$ cat config.mk
export PLATFORM = sky130hd
export DESIGN_NAME = rau_queue
export DESIGN_NICKNAME = d
export VERILOG_FILES = /design/src/hdl/rau_pkg.sv /design/src/hdl/rau_queue.sv
export SDC_FILE = /design/constraint.sdc
export NUM_CORES = 1
export LEC_CHECK = 0
export BUFFER_PORTS_ARGS = -buffer_cell sky130_fd_sc_hd__buf_2
export CORE_MARGIN = 3
export CORE_UTILIZATION = 52
export CTS_CLUSTER_SIZE = 25
export DETAILED_ROUTE_END_ITERATION = 12
export GPL_ROUTABILITY_DRIVEN = 0
export PLACE_DENSITY_LB_ADDON = 0.12
export SLEW_MARGIN = 20
export SYNTH_ARGS = -nofsm -noshare
export SYNTH_HDL_FRONTEND = slang
export SYNTH_SLANG_ARGS = --single-unit
$ cat constraint.sdc
create_clock -name clock -period 8.8 [get_ports clock]
set_clock_uncertainty 0.1 [all_clocks]
set_input_delay 0.88 -clock clock [delete_from_list [all_inputs] [get_ports clock]]
set_output_delay 0.88 -clock clock [all_outputs]
set_load 0.01 [all_outputs]
$ cat src/hdl/rau_pkg.sv
// Package with shared widths, operation codes and queue entry type for the rational unit.
package rau_pkg;

   localparam int unsigned OPERAND_WIDTH_DEF = 32;
   localparam int unsigned RES_NUM_W = 64;
   localparam int unsigned RES_DEN_W = 62;
   localparam int unsigned MAG_W = 64;

   typedef enum logic [1:0] {
      OP_ADD = 2'd0,
      OP_SUB = 2'd1,
      OP_MUL = 2'd2,
      OP_DIV = 2'd3
   } op_type;

   // One unreduced problem handed from the front part to the back part.
   typedef struct packed {
      logic             zero;
      logic             neg;
      logic [MAG_W-1:0] mag_num;
      logic [MAG_W-1:0] mag_den;
   } job_type;

endpackage

$ cat src/hdl/rau_queue.sv
// Two-entry queue between the front and back parts.
module rau_queue
   import rau_pkg::*;
(
   input  logic    clock,
   input  logic    reset,
   input  logic    push,
   input  job_type push_data,
   output logic    not_full,
   input  logic    pop,
   output logic    not_empty,
   output job_type pop_data
);

   job_type mem_ff [2];
   logic wptr_ff, rptr_ff;
   logic [1:0] count_ff;

   assign not_full  = (count_ff != 2'd2);
   assign not_empty = (count_ff != 2'd0);
   assign pop_data  = mem_ff[rptr_ff];

   always_ff @(posedge clock) begin
      if (reset) begin
         wptr_ff  <= 1'b0;
         rptr_ff  <= 1'b0;
         count_ff <= 2'd0;
      end else begin
         if (push && not_full) wptr_ff <= ~wptr_ff;
         if (pop && not_empty) rptr_ff <= ~rptr_ff;
         count_ff <= count_ff + 2'((push && not_full) ? 1 : 0)
                     - 2'((pop && not_empty) ? 1 : 0);
      end
   end

   always_ff @(posedge clock) begin
      if (push && not_full) mem_ff[wptr_ff] <= push_data;
   end

endmodule

[Word level (Yosys, flattened, before mapping)]
Memory sizes are Yosys's and may differ from the RTL's. A register that Yosys moved wholly into a read port is not among the register bits.
Cells that the tools add are included.
Storage, ports and cells
  register bits: 4
  latch bits: 0
  RAM bits: 260
  ROM bits: 0
  input bits: 134
  output and inout port bits: 132
  word-level logic and storage cells: 18
  memories: 1
Operators by class
  add/subtract/negate cells: 2
  multiply operators: 0
  divide/modulo/power cells: 0
  order comparisons: 0
  equal/unequal tests: 1
  shift operators: 0
  muxes and demuxes: 6
  bitwise gates (word level): 2
  reductions and logical operators: 3
Memory list
  mem_ff: words 2, bits a word 130, read ports 1, clocked after Yosys merged registers in 1, write ports 1, RTL line rau_queue.sv:15  | job_type mem_ff [2];
Operator list (number)
  $mux 1: 6
  $add 2x1->2: 1
  $logic_and 1x1->1: 2
  $ne 2x2->1 const B: 1
  $not 1->1: 2
  $reduce_bool 2->1: 1
  $sub 2x1->2: 1

[Logic depth before layout (Yosys ltp)]
  depth after elaboration: 5
  gate-level depth with buffers: 8
  gate-level depth less buffers: 8

[Least setup slack after synthesis]
Ideal clock, no wire load.
  path type: input to register
  from: input port push
  to: memory mem_ff[0][0] (netlist name), enable pin
  library setup time: 0.621 ns
  arrival: 6.367 ns
  data required time: 8.079 ns
  slack: 1.712 ns
  stages on the path: 2
  path buffers: 0
  path through: nand2_1 -> nor2_1
On the way
  longest elaborated chain between the ends: 3
RTL lines
  from (decl): RTL line rau_queue.sv:7  | input logic push,
  $logic_and 1x1->1: RTL line rau_queue.sv:37  | if (push && not_full) mem_ff[wptr_ff] <= push_data;
  $mux 1: RTL line rau_queue.sv:37
  $mux 1 (not written as such): RTL line rau_queue.sv:37
  to (decl): RTL line rau_queue.sv:15
No other way between the ends.

==> summary.md <==
| Metric | Value |
|---|---|
| Status | completed |
| FFs w/ async S/R, synth | 0% |
| Yosys warns | 0 |
| PD cells | 291 nW/µm² |
| Fin util | 66.8% |
| Netlist cell types | 17 |
| Worst-Margin Slew | between 1 and 1.5 ns |
| Dpl hpwl | about 12 mm |
| Layout Nets | about 850 |
| Period utilization | around 43% |
| Syn_area_per_cell | ~23 µm² |
| R2r setup slk | between 6 and 7 ns |
| Power share of the sequential group | a little under half |
| Clock power share | 31.8% |
| Clock transition at the registers of the reported paths | about 0.060 ns |
| H-tree depth | 1 |
| Post-route ant nets | 0 |
| Worst R2R Start | count_ff[0] |
| Count leader, synth | edfxtp_1 |
| Slew HR | 30.6% |
| Hold Violations, Final | 0 |
| Sw Pwr | 906 µW |
| Worst Setup Start Kind | flop |
| Synth-to-layout area growth | 25.3% |
| Seq/Total Area, Yosys | 82.1% |
| Peak Freq | around 0.26 GHz |
| WHS Path Cells | 2 |
| Sw frac | around 26% |
| Number of synthesized flops with an enable pin | between 200 and 300 |
| Setup Fix Bufs, Post-CTS | 0 |
| Die area | between 20000 and 25000 µm² |
| Total CTS buffers | 28 |
| Die H | 142 µm |
| Initial Util | approximately 53% |
| Pin count of the biggest net entering global routing | 78 |
| Final Max Slew Viols | 0 |
| Row count | between 40 and 50 |
| RSZ-0062 raised after global routing | false |
| Vias in the first global route | between 5000 and 6000 |
| Pre-CTS setup slack | between 5 and 6 ns |
| Worst Setup Path Type | flop to output pin |
| Minimum clock period | around 3.8 ns |
| HP Start | rptr_ff |
| Mapped Cells | 428 |
| Synth Net Count | roughly 560 |
| Clk sinks | approximately 270 |
| Gr ovfl total | 0 |
| TritonCTS clock tree | yes |
| Drt wl/cell | around 19 µm |
| Drt total wl | 18.5 mm |
| Data arrival time of the worst path | 2.85 ns |
| Comb power frac | 20.9% |
| Clk root buf | clkbuf_16 |
| Ys flop type | edfxtp_1 |
| Setup WS post-layout | slightly below 5 ns |
| Leak | 4.52 nW |
| Drt drc | 0 |
| Worst-case reg-to-reg path depth | 3 |
| Seq cells post-synth | approximately 270 |
| Share of cells above drive strength 1 | 61.2% |
| Cell taking the most area after synthesis | edfxtp_1 |
| CP max FO | 70 |
| Setup Viol. Count Final | 0 |
| Max-capacitance violation count | 0 |
| Tightest Hold Check Type | flop to flop |
| Worst Setup End Kind | output pin |
| # IOs | roughly 270 |
| DRT iter0 DRCs | 262 |
| Commonest cells post-synth | edfxtp_1, mux2_2, buf_6 |
| Core ar. | between 15000 and 20000 µm² |
| Total negative slack | 0 ns |
| Worst-Skew Late Latency | 0.52 ns |
| # fillers | ~1300 |
| First-pass DRT Iterations | 4 |
| Top cell type's share of synthesized area | 81.0% |
| Drt via density | around 5.1 |
| Post-cts resize count | 0 |
| Die X | roughly 140 µm |
| Final hold slack | roughly 0.42 ns |
| Reg2reg end | mem_ff[1][17] |
| Synth area leaders | edfxtp_1, mux2_2, buf_6, dfxtp_1, ha_1 |
| VDD IR-drop max | 201 µV |
| Max Root-Sink Buffers | 3 |
| Required time worst endpoint | a little under 8 ns |
| Initial antenna violation count | 3 |
| PortBufs | 265 |
| Pint | about 2.6 mW |
| Post-synthesis cell area | 9630 µm² |
| Via count | just under 5000 |
| GRT Util Overall | approximately 18% |
| Post-CTS Hold Fix Bufs | 0 |
| First-pass GRT wire length | about 28 mm |
-- how the worst max path moves through the flow --
stage / endpoint / slack, ns / startpoint / depth (start not counted)
global route: pop_data[17] / 4.75 / flop / 3
CTS: pop_data[17] / 4.87 / flop / 3
detailed placement: pop_data[17] / 5.43 / flop / 3
global placement: pop_data[17] / 5.46 / flop / 3
floorplan: mem_ff[0][0] / 1.71 / push / 2
finish: pop_data[94] / 4.97 / flop / 3
-- area by class of cell --
class                           count  area [µm²]  area share (%)
Sequential cell                   265        7910            65.5
Multi-Input combinational cell    148        1600            13.3
Timing Repair Buffer              269        1360            11.2
Clock buffer                       37         806            6.67
Tap cell                          229         287            2.37
Clock inverter                     15         104           0.860
Antenna cell                        2        5.00          0.0415
Inverter                            1        3.75          0.0311
-- cells by family (layout without fill, tap and decap cells) --
family / Yosys count / after routing / share of synthesized area [%]
AO/OA/AOI/OAI: 1 / 1 / 0.0780
XOR/XNOR: 3 / 3 / 0.273
adder cells (fa/ha/maj): 2 / 2 / 0.260
buffers and inverters: 15 / 322 / 1.44
flip-flops: 265 / 265 / 82.1
multiplexers: 131 / 131 / 15.3
other: 0 / 2 / 0
AND/OR/NAND/NOR: 11 / 11 / 0.559
-- state kept, by name, summed over array words and instances (netlist names), named ones only --
register	count
count_ff	2
mem_ff	260
rptr_ff	1
wptr_ff	1
-- critical path: stages, from the launching register on --
cell and delay [ns]:
dfxtp_4 0.86, buf_4 0.79, mux2_2 0.44, buf_2 0.14
-- layer usage --
layer  vias up  part of all wire [%]  track usage [%]
li1       2282                     -                -
met1      2374                    39             22.2
met2       201                    50             29.7
met3        43                   8.6             5.78
met4         2                   3.3             7.73
met5         -                 0.038                0
-- power by group through the flow --
stage	Combinational (mW)	Sequential (mW)	Clock, mW
after detailed placement	0.745	1.69	0
after global placement	0.737	1.68	0
after floorplan	0.511	1.67	0
final	0.736	1.66	1.12
after global routing	0.801	1.68	1.21
after CTS	0.750	1.67	1.15
-- layout by cell type (no fill, tap or decap), types with 2 or more instances in the layout --
cell type | netlist | layout
buf_2 | 3 | 265
edfxtp_1 | 260 | 260
mux2_2 | 131 | 131
clkbuf_16 | 0 | 29
clkinv_2 | 0 | 8
clkbuf_8 | 0 | 5
nor2_1 | 5 | 4
dfxtp_1 | 5 | 4
buf_4 | 1 | 4
clkinv_1 | 0 | 3
clkbuf_1 | 0 | 3
clkinvlp_4 | 0 | 3
diode_2 | 0 | 2
nor2b_1 | 2 | 2
xnor2_1 | 2 | 2
ha_1 | 2 | 2
-- through the flow --
stage / area, µm² / instances / power (mW)
finish: 12100 / 966 / 3.51
global route: 12100 / 966 / 3.69
CTS: 12100 / 964 / 3.56
detailed placement: 11200 / 912 / 2.44
global placement: 11200 / 912 / 2.42
floorplan: 9630 / 428 / 2.18
(Power assumes the default switching activity.)
