**src/hdl/rau_pkg.sv**
```systemverilog
// Package with shared widths, operation codes and queue entry type for the rational unit.
package rau_pkg;

   localparam int unsigned OPERAND_WIDTH_DEF = 32;
   localparam int unsigned RES_NUM_W = 64;
   localparam int unsigned RES_DEN_W = 62;
   localparam int unsigned MAG_W = 64;

   typedef enum logic [1:0] {
      OP_ADD = 2'd0,
      OP_SUB = 2'd1,
      OP_MUL = 2'd2,
      OP_DIV = 2'd3
   } op_type;

   // One unreduced problem handed from the front part to the back part.
   typedef struct packed {
      logic             zero;
      logic             neg;
      logic [MAG_W-1:0] mag_num;
      logic [MAG_W-1:0] mag_den;
   } job_type;

endpackage

```
**src/hdl/rau_back.sv**
```systemverilog
// Back part: binary gcd and restoring division, one step per cycle on a shared datapath.
module rau_back
   import rau_pkg::*;
(
   input  logic                 clock,
   input  logic                 reset,
   input  logic                 job_valid,
   input  job_type              job,
   output logic                 job_pop,
   output logic                 rsp_strobe,
   output logic [RES_NUM_W-1:0] rsp_res_num,
   output logic [RES_DEN_W-1:0] rsp_res_den
);

   localparam int unsigned CW = $clog2(MAG_W + 1);

   typedef enum logic [4:0] {
      ST_IDLE  = 5'b00001,
      ST_GCD   = 5'b00010,
      ST_DIVN  = 5'b00100,
      ST_DIVD  = 5'b01000,
      ST_OUT   = 5'b10000
   } state_type;

   state_type state_ff, state_in;
   logic [MAG_W-1:0] x_ff, y_ff, num_ff, den_ff, g_ff;
   logic [MAG_W-1:0] q_ff, qn_ff;
   logic [MAG_W:0]   r_ff;
   logic [CW-1:0]    cnt_ff, sh_ff;
   logic             neg_ff, zero_ff;
   logic [RES_NUM_W-1:0] out_num_ff;
   logic [RES_DEN_W-1:0] out_den_ff;

   logic [MAG_W-1:0] dividend;
   logic [MAG_W:0]   r_sh, r_sub;
   logic [MAG_W-1:0] diff;

   assign job_pop = (state_ff == ST_IDLE) && job_valid;

   // When both values are odd, the larger is replaced by half their difference.
   assign diff = (x_ff > y_ff) ? (x_ff - y_ff) : (y_ff - x_ff);

   assign dividend = (state_ff == ST_DIVN) ? num_ff : den_ff;
   assign r_sh  = {r_ff[MAG_W-1:0], dividend[cnt_ff[CW-2:0]]};
   assign r_sub = r_sh - {1'b0, g_ff};

   always_comb begin
      state_in = state_ff;
      unique case (state_ff)
         ST_IDLE: if (job_valid) state_in = job.zero ? ST_OUT : ST_GCD;
         ST_GCD:  if (x_ff == y_ff) state_in = ST_DIVN;
         ST_DIVN: if (cnt_ff == '0) state_in = ST_DIVD;
         ST_DIVD: if (cnt_ff == '0) state_in = ST_OUT;
         ST_OUT:  state_in = ST_IDLE;
         default: state_in = ST_IDLE;
      endcase
   end

   always_ff @(posedge clock) begin
      if (reset) begin
         state_ff <= ST_IDLE;
      end else begin
         state_ff <= state_in;
      end
   end

   always_ff @(posedge clock) begin
      unique case (state_ff)
         ST_IDLE: begin
            x_ff    <= job.mag_num;
            y_ff    <= job.mag_den;
            num_ff  <= job.mag_num;
            den_ff  <= job.mag_den;
            neg_ff  <= job.neg;
            zero_ff <= job.zero;
            sh_ff   <= '0;
         end
         ST_GCD: begin
            // Common factors of two are counted and put back once the odd parts agree.
            if (x_ff != y_ff) begin
               priority if (!x_ff[0] && !y_ff[0]) begin
                  x_ff  <= x_ff >> 1;
                  y_ff  <= y_ff >> 1;
                  sh_ff <= sh_ff + CW'(1);
               end else if (!x_ff[0]) begin
                  x_ff <= x_ff >> 1;
               end else if (!y_ff[0]) begin
                  y_ff <= y_ff >> 1;
               end else if (x_ff > y_ff) begin
                  x_ff <= diff >> 1;
               end else begin
                  y_ff <= diff >> 1;
               end
            end
            g_ff   <= x_ff << sh_ff;
            r_ff   <= '0;
            cnt_ff <= CW'(MAG_W - 1);
         end
         ST_DIVN, ST_DIVD: begin
            if (!r_sub[MAG_W]) begin
               r_ff <= r_sub;
               q_ff <= {q_ff[MAG_W-2:0], 1'b1};
            end else begin
               r_ff <= r_sh;
               q_ff <= {q_ff[MAG_W-2:0], 1'b0};
            end
            if (cnt_ff == '0) begin
               cnt_ff <= CW'(MAG_W - 1);
               r_ff   <= '0;
               if (state_ff == ST_DIVN) qn_ff <= {q_ff[MAG_W-2:0], ~r_sub[MAG_W]};
            end else begin
               cnt_ff <= cnt_ff - CW'(1);
            end
         end
         ST_OUT: ;
         default: ;
      endcase
      if (state_ff == ST_DIVD && cnt_ff == '0) begin
         out_num_ff <= neg_ff ? -qn_ff : qn_ff;
         out_den_ff <= RES_DEN_W'({q_ff[MAG_W-2:0], ~r_sub[MAG_W]});
      end else if (state_ff == ST_IDLE && job_valid && job.zero) begin
         out_num_ff <= '0;
         out_den_ff <= RES_DEN_W'(1);
      end
   end

   assign rsp_strobe  = (state_ff == ST_OUT);
   assign rsp_res_num = out_num_ff;
   assign rsp_res_den = out_den_ff;

endmodule

```
**config.mk**
```make
export PLATFORM = sky130hd
export DESIGN_NAME = rau_back
export DESIGN_NICKNAME = d
export VERILOG_FILES = /design/src/hdl/rau_pkg.sv /design/src/hdl/rau_back.sv
export SDC_FILE = /design/constraint.sdc
export NUM_CORES = 2
export LEC_CHECK = 0
export ABC_AREA = 0
export CORE_MARGIN = 1
export CORE_UTILIZATION = 30
export DETAILED_ROUTE_END_ITERATION = 16
export DONT_BUFFER_PORTS = 1
export PLACE_DENSITY = 0.42
export SLEW_MARGIN = 20
export SYNTH_ARGS = -nofsm -noshare
export SYNTH_HDL_FRONTEND = slang
export SYNTH_SLANG_ARGS = --single-unit
```
**constraint.sdc**
```tcl
create_clock -name clock -period 8.3 [get_ports clock]
set_input_delay 1.245 -clock clock [delete_from_list [all_inputs] [get_ports clock]]
set_output_delay 1.245 -clock clock [all_outputs]
set_load 0.1 [all_outputs]
```
Word level (Yosys, flattened, before mapping)
Cells that the tools add are included.
W data, S select, Z words.
{"block": "word_totals", "register_bits": 657, "in_bits": 133, "out_inout_bits": 128, "wordCells": 97}
{"block": "classes", "n_addsub": 6, "magnitude_cmp": 2, "n_eq_ne": 17, "shifts": 1, "mux": 36, "n_bitwise": 1, "n_reduce_logical": 18}
{"op": "$mux W64", "n": 17}
{"op": "$pmux W64 S2", "n": 3}
{"op": "$sub A64 B64 Y64", "n": 2}
{"op": "$mux W62", "n": 2}
{"op": "$sub A65 B64 Y65", "n": 1}
{"op": "$eq A64 B64 Y1", "n": 1}
{"op": "$gt A64 B64 Y1", "n": 1}
{"op": "$ne A64 B64 Y1", "n": 1}
{"op": "$neg A64 Y64", "n": 1}
{"op": "$shl A64 B7 Y64", "n": 1}
{"op": "$pmux W7 S2", "n": 2}
{"op": "$mux W5", "n": 5}
{"op": "$mux W7", "n": 3}
{"op": "$pmux W5 S4", "n": 1}
{"op": "$ne A2 B2 Y1 const B", "n": 6}
{"op": "$ne A4 B4 Y1 const B", "n": 3}
{"op": "$reduce_and A4 Y1", "n": 3}
{"op": "$reduce_and A3 Y1", "n": 3}
{"op": "$add A7 B1 Y7 const B", "n": 1}
{"op": "$logic_not A7 Y1", "n": 1}
{"op": "$lt A6 B7 Y1 const B", "n": 1}
{"op": "$sub A7 B1 Y7 const B", "n": 1}
{"op": "$bmux W1 S6", "n": 1}
{"op": "$reduce_bool A2 Y1", "n": 3}
{"op": "other kinds (12)", "n": 17}

Logic depth before layout (Yosys ltp)
{"block": "logic_depth", "ltp_word": 8, "depth_mapped": 26, "ltp_nobuf": 23}

Least setup slack after synthesis
No wires, ideal clock.
{"block": "synth_path", "path_type": "register to register", "startpoint": "register x_ff[0]", "endpoint": "register x_ff[10] (enable)", "setup_time_ns": 0.581, "arrival_time_ns": 7.369, "t_required_ns": 7.719, "slack_ns": 0.350, "path_stages_with_launch": 14, "n_path_buf": 1, "period_less_slack_ns": 7.950, "cell_sequence": "edfxtp_1 inv_1 ha_1 fa_1 nand2b_1 a211oi_1 o21bai_1 a21oi_1 nor3_2 o21ai_1 o2bb2ai_2 clkbuf_1 o21bai_1 a21boi_0"}
{"block": "synth_via", "elab_chain_cells": 4, "word_cells_on_any_way": 8, "cone_classes": "1 x order compare; 4 x eq/ne; 3 x reduce/logical"}
{"element": "start, declared", "line_no": "rau_back.sv:26", "text": "logic [MAG_W-1:0] x_ff, y_ff, num_ff, den_ff, g_ff;"}
{"element": "start signal, assigned", "line_no": "rau_back.sv:70", "text": "x_ff <= job.mag_num;"}
{"element": "start signal, assigned", "line_no": "rau_back.sv:82", "text": "x_ff <= x_ff >> 1;"}
{"element": "start signal, assigned", "line_no": "rau_back.sv:86", "text": "x_ff <= x_ff >> 1;"}
{"element": "parallel branches: the longest is 3 deep, another holds $gt A64 B64 Y1"}
{"element": "$reduce_and A4 Y1 (no source line) (*)"}
Mark *: on every way between the ends.
A chain may end at the register's enable or synchronous reset.

Worst setup path in the final report
{"block": "layout_path", "startpoint": "register cnt_ff[0]", "endpoint": "register r_ff[53] (data pin)"}
{"block": "layout_via", "elab_chain_cells": 6, "word_cells_on_any_way": 7, "cone_classes": "1 x add/sub; 5 x mux; 1 x reduce/logical"}
{"element": "start, declared", "line_no": "rau_back.sv:29", "text": "logic [CW-1:0] cnt_ff, sh_ff;"}
{"element": "start signal, assigned", "line_no": "rau_back.sv:97", "text": "cnt_ff <= CW'(MAG_W - 1);"}
{"element": "start signal, assigned", "line_no": "rau_back.sv:108", "text": "cnt_ff <= CW'(MAG_W - 1);"}
{"element": "start signal, assigned", "line_no": "rau_back.sv:112", "text": "cnt_ff <= cnt_ff - CW'(1);"}
{"element": "$bmux W1 S6", "line_no": "rau_back.sv:44", "text": "assign r_sh = {r_ff[MAG_W-1:0], dividend[cnt_ff[CW-2:0]]};"}
{"element": "$mux W1 (not written as such)", "line_no": "rau_back.sv:44"}
{"element": "$sub A65 B64 Y65", "line_no": "rau_back.sv:45", "text": "assign r_sub = r_sh - {1'b0, g_ff};"}
{"element": "$mux W64", "line_no": "rau_back.sv:100", "text": "if (!r_sub[MAG_W]) begin"}
{"element": "$mux W64 (*)", "line_no": "rau_back.sv:107", "text": "if (cnt_ff == '0) begin"}
{"element": "$pmux W64 S2 (*)", "line_no": "rau_back.sv:68", "text": "unique case (state_ff)"}
{"element": "end signal, assigned", "line_no": "rau_back.sv:101", "text": "r_ff <= r_sub;"}
{"element": "end signal, assigned", "line_no": "rau_back.sv:104", "text": "r_ff <= r_sh;"}
{"element": "end, declared", "line_no": "rau_back.sv:28", "text": "logic [MAG_W:0] r_ff;"}
Every way passes the cells marked *; elsewhere a longest branch is shown, timed or not. The select of a mux whose other input is x is not followed.

==> metrics <==
met2 Usage GRT 32.8%; Root Driver clkbuf_16; unrepaired setup endpoints after global routing false; post-CTS setup repair buffer count 0; Post-Syn Area 0.0420 mm²; status finished clean; Sink Count 657; max-slew violations 0; Power Total 0.0126 W; Chip Height 376 µm; Reg clk slew, reported paths 60 ps; crit path DAT 7530 ps; pwr dens 270 mW/mm²; M3 GR Usage 3.42%; setup_tns 0 ps; Worst Setup Start Kind flip-flop; Die Width 376 µm; first-pass GRT wire length 218 mm; CP max FO 63; Yosys top cell area share 46.6%; fraction of registers with async set/reset 0%; Synth area leader edfxtp_1; CTS max path bufs 3; Post-synth EDFFs 652; Static Leak 17.2 nW; Crit Path Category flip-flop to flip-flop; Main synth FF type edfxtp_1; area grow syn2layout 10.8%; highest clock rate 140 MHz; WL final 147 mm; Seq/Total Area, Yosys 46.8%; total I/O pin count 261; vias in the first global route 32000; Max H-tree Level 3; DR DRC count 0; FILL cells 14400; Netlist cell types 99; GR peak layer met2; worst-case hold slack 420 ps; post-cts resize count 0; # rows 136; yosys warns 0; initial core utilization 30.4%; Core ar. 0.138 mm²; clk_lat worst skew 720 ps; largest net degree at the start of global routing 75; I/O Buffers 0; Vias 32200; Mapped Cells 4225; Post-DP HPWL 109 mm; WP data required 8690 ps; Worst slew margin 30.9%; TritonCTS clock tree built; Final Util 33.7%; layout cell share with drive strength beyond 1 7.78%; total of max-cap violations 0; Hold WC Path Type flip-flop to flip-flop; gr ovfl total 0; initial antenna violation count 11; Die ar. 0.142 mm²; post-layout net count 4435; Final Cell Area 0.0466 mm²; crit path capture type flip-flop; GRT Total Usage 20.4%; Synth area leaders edfxtp_1 47%, ha_1 5.9%, a21oi_1 4.6%, mux4_2 4.4%, nor2_1 4.2%; final hold vios 0; Avg WL per Cell 24.3 µm; met1 usage 28.2%; Max Clock Skew 49.6 ps; Final min period 7150 ps; Final Setup Violations 0; Mean Syn Cell Area 9.94 µm²; post-cts hold buffer count 0; worst-margin pin slew 1030 ps; CTS buffer count 81; DRT Pass-1 Iters 5; DR vias/cell 5.34; gp weighted congestion 0.890; number of synthesized register bits 657; 1st-iter DRT viols 2455; Cell Area, Placed 0.0438 mm²; antenna-violating nets left 0; worst vdd rail ir drop 0.000180 V; Final Cycle Share 86.1%; post-synth net total 4558
==> flip-flops by register name (all words and copies together) (netlist names), 7 cells and up <==
register / count
sh_ff: 7
rsp_res_num: 64
den_ff: 64
x_ff: 64
cnt_ff: 7
q_ff: 63
g_ff: 64
qn_ff: 64
rsp_res_den: 62
num_ff: 64
r_ff: 64
y_ff: 64
==> layout by cell type (no fill, tap or decap), types with 12 or more instances in the layout <==
cell type,count
a211oi_1,48
a21boi_0,14
a21o_1,89
a21oi_1,387
a221oi_1,66
a31oi_1,30
and2_1,77
and3_1,21
buf_4,39
clkbuf_1,13
clkbuf_16,81
clkinv_1,12
clkinv_2,16
edfxtp_1,652
ha_1,197
inv_1,245
mux2i_1,54
mux4_2,83
nand2_1,455
nand2b_1,30
nand3_1,50
nand4_1,54
nor2_1,463
nor2b_1,12
nor3_1,88
o211ai_1,19
o21a_1,26
o21ai_0,242
o21bai_1,63
o31ai_1,24
or3_1,24
xnor2_1,123
xor2_1,121
==> path summary, 6_finish.rpt <==
kind,startpoint,end,slack (ps),depth (start not counted)
hold reg to reg,q_ff[62]$_DFFE_PN_,qn_ff[63]$_DFFE_PP_,420,0
hold / removal,q_ff[62]$_DFFE_PN_,qn_ff[63]$_DFFE_PP_,420,0
setup reg to reg,cnt_ff[0]$_SDFFCE_PP1P_,r_ff[53]$_SDFFCE_PP0P_,1150,20
setup / recovery,cnt_ff[0]$_SDFFCE_PP1P_,r_ff[53]$_SDFFCE_PP0P_,1150,20
==> worst max-delay path, stage by stage (launching register included) <==
cell and delay (ps):
edfxtp_1 960, buf_12 310, mux4_2 540, mux4_2 470, mux2i_1 350, mux2i_1 220, a21oi_1 480, ha_1 280
fa_1 190, nand2b_1 150, a21o_1 150, nand3_1 80, a21oi_1 450, a311oi_1 320, o2111a_1 380, o21ai_1 220
o21ai_2 130, xnor2_4 150, buf_4 640, or3_1 220, a21oi_1 60
==> power breakdown <==
part | internal, W | leakage, nW | switching (W) | total (W)
registers | 0.00405 | 6.12 | 0.000516 | 0.00457
clock network | 0.00213 | 1.32 | 0.00157 | 0.00371
logic | 0.00145 | 9.80 | 0.00285 | 0.00431
==> through the flow <==
| stage | instances | worst slack (ps) |
|---|---|---|
| finish | 6032 | 1150 |
| global route | 6030 | 663 |
| CTS | 6028 | 1030 |
| detailed placement | 5882 | 1060 |
| global placement | 5882 | 1210 |
| floorplan | 4225 | 350 |
==> synthesized netlist by cell type, types with 48 or more instances <==
library cell and count:
a221oi_1 66, clkbuf_1 178, a21oi_1 388, nor2_1 467, and2_1 77, nor3_1 88
xor2_1 121, nand3_1 50, inv_1 249, a21o_1 90, mux2i_1 54, nand4_1 54
o21ai_0 242, ha_1 197, xnor2_1 123, edfxtp_1 652, mux4_2 83, o21bai_1 63
a211oi_1 48, nand2_1 458
==> area by class of cell <==
class	count	area (µm²)	share of cell area, %
multi-input combinational	3065	20400	43.9
sequential	657	19700	42.3
tap	1863	2330	5.01
clock buffer	94	2080	4.46
inverter	252	956	2.05
clock inverter	52	661	1.42
timing repair buffer	45	395	0.849
antenna	4	10.0	0.0215
==> per-layer routing <==
| metal | share of wire [%] | wire length (µm) |
|---|---|---|
| met5 | 0.046 | 68 |
| met4 | 2.2 | 3300 |
| met3 | 5.5 | 8080 |
| met2 | 46 | 67700 |
| met1 | 46 | 67700 |
==> cells by family (layout without fill, tap and decap cells) <==
kind of cell,after synthesis,in the layout,share of synthesized area [%]
multiplexers,139,139,5.79
other,0,4,0
adder cells (fa/ha/maj),200,200,6.01
XOR/XNOR,245,245,5.15
buffers and inverters,503,443,4.71
flip-flops,657,657,46.8
AO/OA/AOI/OAI,1128,1128,17.0
AND/OR/NAND/NOR,1353,1353,14.5
Note: power is estimated with default switching activity, not from simulation.
